<file path="src/rtl/core/bsc_pkg.sv">
// Shared types and constants for the barometric sensor compensation block.
// Used by every module in rtl/core; depends on nothing else.
package bsc_pkg;

	// Datapath widths.
	localparam int DW         = 64;  // wrapping pressure arithmetic
	localparam int ADC_W      = 20;  // raw conversion results
	localparam int TEMP_W     = 18;  // returned temperature
	localparam int PRES_W     = 32;  // returned pressure
	localparam int COEF_W     = 16;  // one calibration coefficient
	localparam int CFG_W      = 48;  // one configuration register
	localparam int FINE_W     = 25;  // fine temperature
	localparam int V1_W       = 26;  // fine temperature minus offset
	localparam int DEN_W      = 31;  // pressure divisor magnitude
	localparam int DIV_STEPS  = DW;  // one quotient bit per divider stage

	// Formula constants.
	localparam int FINE_OFFSET = 128000;
	localparam int P_FULL      = 1048576;
	localparam int P_SCALE     = 3125;

	// Configuration register indexes.
	typedef enum logic [1:0] {
		REG_TEMP    = 2'd0,
		REG_PRESS_A = 2'd1,
		REG_PRESS_B = 2'd2,
		REG_PRESS_C = 2'd3
	} reg_idx_t;

	// Calibration coefficients, decoded from the configuration registers.
	typedef struct packed {
		logic        [COEF_W-1:0] t1;
		logic signed [COEF_W-1:0] t2;
		logic signed [COEF_W-1:0] t3;
		logic        [COEF_W-1:0] p1;
		logic signed [COEF_W-1:0] p2;
		logic signed [COEF_W-1:0] p3;
		logic signed [COEF_W-1:0] p4;
		logic signed [COEF_W-1:0] p5;
		logic signed [COEF_W-1:0] p6;
		logic signed [COEF_W-1:0] p7;
		logic signed [COEF_W-1:0] p8;
		logic signed [COEF_W-1:0] p9;
	} coef_t;

	// Control that travels with every word down the pipeline.
	typedef struct packed {
		logic              vld;
		logic              zero;   // pressure divisor was zero
		logic [TEMP_W-1:0] temp;   // finished temperature result
	} ctl_t;

endpackage

</file>
<file path="src/rtl/core/bsc_temp.sv">
// Temperature compensation stages: raw temperature to fine temperature and
// temperature in hundredths of a degree. Depends on bsc_pkg.
module bsc_temp (
	input  logic                            clk,
	input  logic                            arst_n,
	input  logic                            en,
	input  bsc_pkg::coef_t                  coef,
	input  logic                            vld_in,
	input  logic [bsc_pkg::ADC_W-1:0]       adc_t,
	input  logic [bsc_pkg::ADC_W-1:0]       adc_p,
	output bsc_pkg::ctl_t                   ctl_out,
	output logic signed [bsc_pkg::V1_W-1:0] v1_out,
	output logic [bsc_pkg::ADC_W-1:0]       adc_p_out
);

	logic                          vld_s1, vld_s2, vld_s3, vld_s4;
	logic signed [33:0]            prod_a_s1;
	logic [31:0]                   dsq_s1;
	logic signed [22:0]            a_s2;
	logic signed [36:0]            bp_s2;
	logic signed [bsc_pkg::FINE_W-1:0] fine_s3;
	logic [bsc_pkg::TEMP_W-1:0]    temp_s4;
	logic signed [bsc_pkg::V1_W-1:0] v1_s4;
	logic [bsc_pkg::ADC_W-1:0]     adc_p_s1, adc_p_s2, adc_p_s3, adc_p_s4;

	logic signed [17:0]            xdiff;
	logic signed [16:0]            dd;
	logic signed [33:0]            dd_sq;
	logic signed [bsc_pkg::FINE_W-1:0] fine_d;
	logic signed [27:0]            t5;

	assign xdiff  = $signed({1'b0, adc_t[19:3]}) - $signed({1'b0, coef.t1, 1'b0});
	assign dd     = $signed({1'b0, adc_t[19:4]}) - $signed({1'b0, coef.t1});
	assign dd_sq  = 34'(dd) * 34'(dd);
	assign fine_d = bsc_pkg::FINE_W'(a_s2) + bsc_pkg::FINE_W'(bp_s2 >>> 14);
	assign t5     = 28'(fine_s3) * 28'sd5 + 28'sd128;

	always_ff @(posedge clk or negedge arst_n) begin
		if (!arst_n) begin
			vld_s1 <= 1'b0;
			vld_s2 <= 1'b0;
			vld_s3 <= 1'b0;
			vld_s4 <= 1'b0;
		end else if (en) begin
			vld_s1 <= vld_in;
			vld_s2 <= vld_s1;
			vld_s3 <= vld_s2;
			vld_s4 <= vld_s3;
		end
	end

	always_ff @(posedge clk) begin
		if (en) begin
			prod_a_s1 <= 34'(xdiff) * 34'(coef.t2);
			dsq_s1    <= dd_sq[31:0];
			adc_p_s1  <= adc_p;
			a_s2      <= prod_a_s1[33:11];
			bp_s2     <= 37'($signed({1'b0, dsq_s1[31:12]})) * 37'(coef.t3);
			adc_p_s2  <= adc_p_s1;
			fine_s3   <= fine_d;
			adc_p_s3  <= adc_p_s2;
			temp_s4   <= t5[25:8];
			v1_s4     <= bsc_pkg::V1_W'(fine_s3) - bsc_pkg::V1_W'(bsc_pkg::FINE_OFFSET);
			adc_p_s4  <= adc_p_s3;
		end
	end

	assign ctl_out.vld  = vld_s4;
	assign ctl_out.zero = 1'b0;
	assign ctl_out.temp = temp_s4;
	assign v1_out       = v1_s4;
	assign adc_p_out    = adc_p_s4;

endmodule

</file>
<file path="config.mk">
export PLATFORM = sky130hd
export DESIGN_NAME = bsc_temp
export DESIGN_NICKNAME = d
export VERILOG_FILES = /design/src/rtl/core/bsc_pkg.sv /design/src/rtl/core/bsc_temp.sv
export SDC_FILE = /design/constraint.sdc
export NUM_CORES = 2
export LEC_CHECK = 0
export BUFFER_PORTS_ARGS = -buffer_cell sky130_fd_sc_hd__buf_2
export CELL_PAD_IN_SITES_DETAIL_PLACEMENT = 1
export CELL_PAD_IN_SITES_GLOBAL_PLACEMENT = 2
export CORE_ASPECT_RATIO = 0.9
export CORE_MARGIN = 4
export CORE_UTILIZATION = 44
export CTS_BUF_LIST = sky130_fd_sc_hd__clkbuf_8 sky130_fd_sc_hd__clkbuf_16
export DETAILED_ROUTE_END_ITERATION = 8
export PLACE_DENSITY = 0.95
export SLEW_MARGIN = 10
export SYNTH_ARGS = -nofsm -noshare
export SYNTH_HDL_FRONTEND = slang
export SYNTH_SLANG_ARGS = --single-unit
</file>
<file path="constraint.sdc">
create_clock -name clk -period 16.85 [get_ports clk]
set_input_delay 2.5275 -clock clk [delete_from_list [all_inputs] [get_ports clk]]
set_output_delay 2.5275 -clock clk [all_outputs]
set_load 0.03 [all_outputs]
</file>
# --- Word-level counts from Yosys, hierarchy flattened ---
# Cells that the tools add are included.
totals:
  rom_bits: 0
  n_memories: 0
  input_bits: 236
  wordCells: 24
  ram_bits: 0
  latch_bits: 0
  out_inout_bits: 66
  reg_bits: 278
op_classes:
  shift: 0
  n_reduce_logical: 0
  n_lt_le_gt_ge: 0
  eq_ne: 0
  n_mul: 4
  n_mux: 0
  add_sub_neg: 5
  div: 0
  bitwise: 0
ops:
  columns: ["cell", "n"]
  rows:
  - ["21-bit by 16-bit multiplier with 37-bit output", 1]
  - ["18-bit by 16-bit multiplier with 34-bit output", 1]
  - ["17-bit by 17-bit multiplier with 32-bit output", 1]
  - ["26-bit by 9-bit adder with 26-bit output (second input constant)", 1]
  - ["24-bit by 4-bit multiplier with 26-bit output (second input constant)", 1]
  - ["24-bit by 18-bit subtractor with 25-bit output (second input constant)", 1]
  - ["23-bit by 23-bit adder with 24-bit output", 1]
  - ["17-bit by 17-bit subtractor with 18-bit output", 1]
  - ["16-bit by 16-bit subtractor with 17-bit output", 1]

# --- Logic depth before layout (Yosys ltp) ---
depth:
  depth_word: 2
  mapped_depth: 37
  ltp_nobuf: 36

# --- Worst setup path after synthesis ---
# Ideal clock, no wire load.
synth_path:
  kind: "input-to-reg"
  startpoint: "input port adc_t[4] (netlist name)"
  endpoint: "register prod_a_s1[33] (data pin)"
  setup_ns: 0.260
  required_ns: 16.590
  setup_slack_ns: 6.608
  path_buffers: 1
  t_arrival_ns: 9.982
  path_stages: 32
  path_cell_list: "inv_1 > ha_1 > fa_1 > nor2b_1 > o21ai_1 > a21boi_1 > o21a_1 > o211ai_1 > and2_1 > o21ai_2 > xor2_1 > clkbuf_1 > nand2_1 > fa_1 > fa_1 > fa_1 > inv_1 > fa_1 > fa_1 > inv_1 > fa_1 > inv_1 > ha_1 > a211oi_1 > nor2_1 > or2_2 > o2111ai_1 > a311oi_1 > a311oi_1 > o21bai_1 > a21oi_1 > xnor2_1"
synth_between:
  elab_chain_len: 2
synth_lines:
  columns: ["item", "line_no", "text"]
  rows:
  - ["start, declared", "bsc_temp.sv:9", "input logic [bsc_pkg::ADC_W-1:0] adc_t,"]
  - ["17-bit by 17-bit subtractor with 18-bit output", "bsc_temp.sv:32", "assign xdiff = $signed({1'b0, adc_t[19:3]}) - $signed({1'b0, coef.t1, 1'b0});"]
  - ["18-bit by 16-bit multiplier with 34-bit output", "bsc_temp.sv:54", "prod_a_s1 <= 34'(xdiff) * 34'(coef.t2);"]
  - ["end signal, assigned", "bsc_temp.sv:54", null]
  - ["end, declared", "bsc_temp.sv:17", "logic signed [33:0] prod_a_s1;"]
# No other way between the ends.
# A chain may end at the register's enable or synchronous reset.

# --- Final worst setup path ---
layout_path:
  startpoint: "input port coef[176] (netlist name)"
  endpoint: "register prod_a_s1[33] (data pin)"
layout_between:
  elab_chain_len: 2
layout_lines:
  columns: ["item", "line_no", "text"]
  rows:
  - ["start, declared", "bsc_temp.sv:7", "input bsc_pkg::coef_t coef,"]
  - ["17-bit by 17-bit subtractor with 18-bit output", "bsc_temp.sv:32", null]
  - ["18-bit by 16-bit multiplier with 34-bit output", "bsc_temp.sv:54", null]
# No other way between the ends.

==> metrics.txt <==
status=finished clean; Worst R2R Path Depth=21; synth warn=0; Core Area=about 90000 um2; leading post-synthesis cells by cell area=fa_1, edfxtp_1, ha_1; synthesized netlist cell count=approximately 3900; cts bufs inserted=25; total negative slack=0 ns; largest net degree at the start of global routing=144; global-route wire length before repair=roughly 170 mm; period utilization=between 60% and 70%; placed insts=just over 5000; max_cap viols=0; Top FF cell, synth=edfxtp_1; Worst Tran Pin Value=between 1 and 1.5 ns; CTS Hold Buffers Added=0; initial drt markers=between 1000 and 1500; Layout Skew=around 0.011 ns; deepest clock path buffer count=3; TritonCTS clock tree=yes; worst setup margin=~5.2 ns; initial cell density of the core=44.4%; Max stage delay cell, worst path=a31oi_1; flops & latches, synth=240; final hold vios=0; Mapped Area=39700 um2; WP data arrival=around 12 ns; Port Buffers=153; Rel. slew slack=between 20% and 30%; CTS clk-pin slew, worst paths=about 0.060 ns; CTS resizes=0; syn_nets=roughly 5300; drt via density=just over 5; Placer Congestion=0.844; post-route minimum period=11.62 ns; Layout area overhead=7.34%; multi-input logic area=between 20000 and 30000 um2; Die Y=approximately 290 um; final max-slew violation count=0; critical path type=in -> reg; share of cells above drive strength 1=under 10%; fmax=around 86 MHz; sequential area share after synthesis=18.1%; Die Width=~320 um; CP max FO=16; register area=about 7200 um2; via count=~27000; CP Launch Type=primary input; H-tree Lvls=1; Skew-Pair Late Insertion Delay=between 0.5 and 0.6 ns; post-CTS setup buffer count=0; R2R Setup Slk=approximately 9.7 ns; Clock Sinks=between 200 and 250; DP Area=approximately 42000 um2; drt first pass iters=5; Post-synth EDFFs=between 200 and 250; leading area contributor after synthesis=fa_1; Async S/R FF share, synth=around 1.7%; Fill cells=9954; vias in the first global route=between 30000 and 40000; RSZ-0062 raised after global routing=false; routed len/inst=approximately 20 um; nets@finish=about 5400; Critical Path Sink Type=flop; reg2reg end=bp_s2[30]$_DFFE_PP_; # rows=104; Hold WC Path Type=reg -> reg; DRC violation count after routing=0; post-route design area=roughly 43000 um2; total grt overflow=0; Post-Syn Area per Cell=just over 10 um2; initial antenna violation count=5; Place WS=approximately 4.8 ns; Yosys top cell area share=about two fifths; Crit. Startpoint=coef[176]; Final setup viols=0; root buf cell=clkbuf_16; Detail Route Antenna Nets=0; die area=around 95000 um2; RR Startpoint=dsq_s1[15]$_DFFE_PP_; Overall Global Routing Usage=about 22%; Layout Cells excl Fill=between 5000 and 6000; I/O Pins=around 300; cell with the most instances after synthesis=inv_1; top cells by count, synth=inv_1, fa_1, nand2_1, ha_1, edfxtp_1; distinct cell type count after synthesis=74; end point of the critical path=prod_a_s1[33]$_DFFE_PP_; crit-path max cell delay=between 0.5 and 0.6 ns; Post-DP HPWL=81.7 mm; CP most frequent cell=fa_1; final wirelength=around 100 mm; CP required=~17 ns
per-layer routing:
metal  share of wire [%]  global-route usage [%]
met5              0.0068                       0
met4                 2.9                    6.20
met3                 5.6                    2.75
met2                  50                    39.9
met1                  41                    28.8
cell families (layout without fill, tap and decap cells):
family                     after synthesis  after routing  share of synthesized area [%]
muxes                                    6              6                          0.167
and+or+nand+nor                        997            997                           11.8
AOI/OAI and AO/OA                      238            238                           4.12
adders and majority gates             1182           1182                           52.2
xor gates and xnor gates               143            143                           3.19
other                                    1              5                        0.00944
buffers and inverters                 1099           1206                           10.4
DFF                                    240            240                           18.1
cell usage in the layout, fill, tap and decap left out, types with 26 or more instances in the layout:
cell type	instances
a21o_1	30
a21oi_1	62
and2_1	228
buf_2	152
buf_4	26
edfxtp_1	236
fa_1	796
ha_1	386
inv_1	975
nand2_1	452
nand2b_1	40
nor2_1	163
nor2b_1	42
o21ai_0	38
xnor2_1	99
xor2_1	37
how the worst min path moves through the flow:
stage	slack (ns)	cells after the start	endpoint	startpoint
detailed placement	0.41	0	adc_p_s3[9]$_DFFE_PP_	adc_p_s2[9]$_DFFE_PP_
global route	0.42	0	adc_p_s2[6]$_DFFE_PP_	adc_p_s1[6]$_DFFE_PP_
CTS	0.42	0	adc_p_s3[10]$_DFFE_PP_	adc_p_s2[10]$_DFFE_PP_
finish	0.42	0	adc_p_s3[10]$_DFFE_PP_	adc_p_s2[10]$_DFFE_PP_
global placement	0.40	0	adc_p_s2[13]$_DFFE_PP_	adc_p_s1[13]$_DFFE_PP_
floorplan	0.40	0	a_s2[0]$_DFFE_PP_	prod_a_s1[11]$_DFFE_PP_
sequential cells by signal, indices dropped and copies added (netlist names), 23 cells and up:
name / count
a_s2: 23
bp_s2: 23
fine_s3: 24
prod_a_s1: 23
v1_out: 25
worst max-delay path, delay by kind of cell:
family          cells  cell delay (ns)
compound gates     13             3.59
fa+ha+maj           9             4.04
simple gates        4             0.53
buf+inv             7             1.06
xor+xnor            2             0.15
per-stage QoR:
step	hold WS, ns	util, %
3_3_place_gp	0.400	46.7
4_1_cts	0.418	47.6
2_1_floorplan	0.400	-
3_5_place_dp	0.405	46.7
6_report	0.416	47.7
5_1_grt	0.422	47.6
final cells by class:
cell class	count	area share, %
repair buffers	179	2.28
clock buffers	25	1.47
clock inverters	21	0.578
diodes	4	0.0235
well taps	1166	3.42
inverters	981	8.63
multi-input cells	2567	66.8
flip-flops and latches	240	16.8
Power is left out: the tool's default activity adds up to more than one toggle a clock period on the data nets, which glitch-free logic cannot reach.
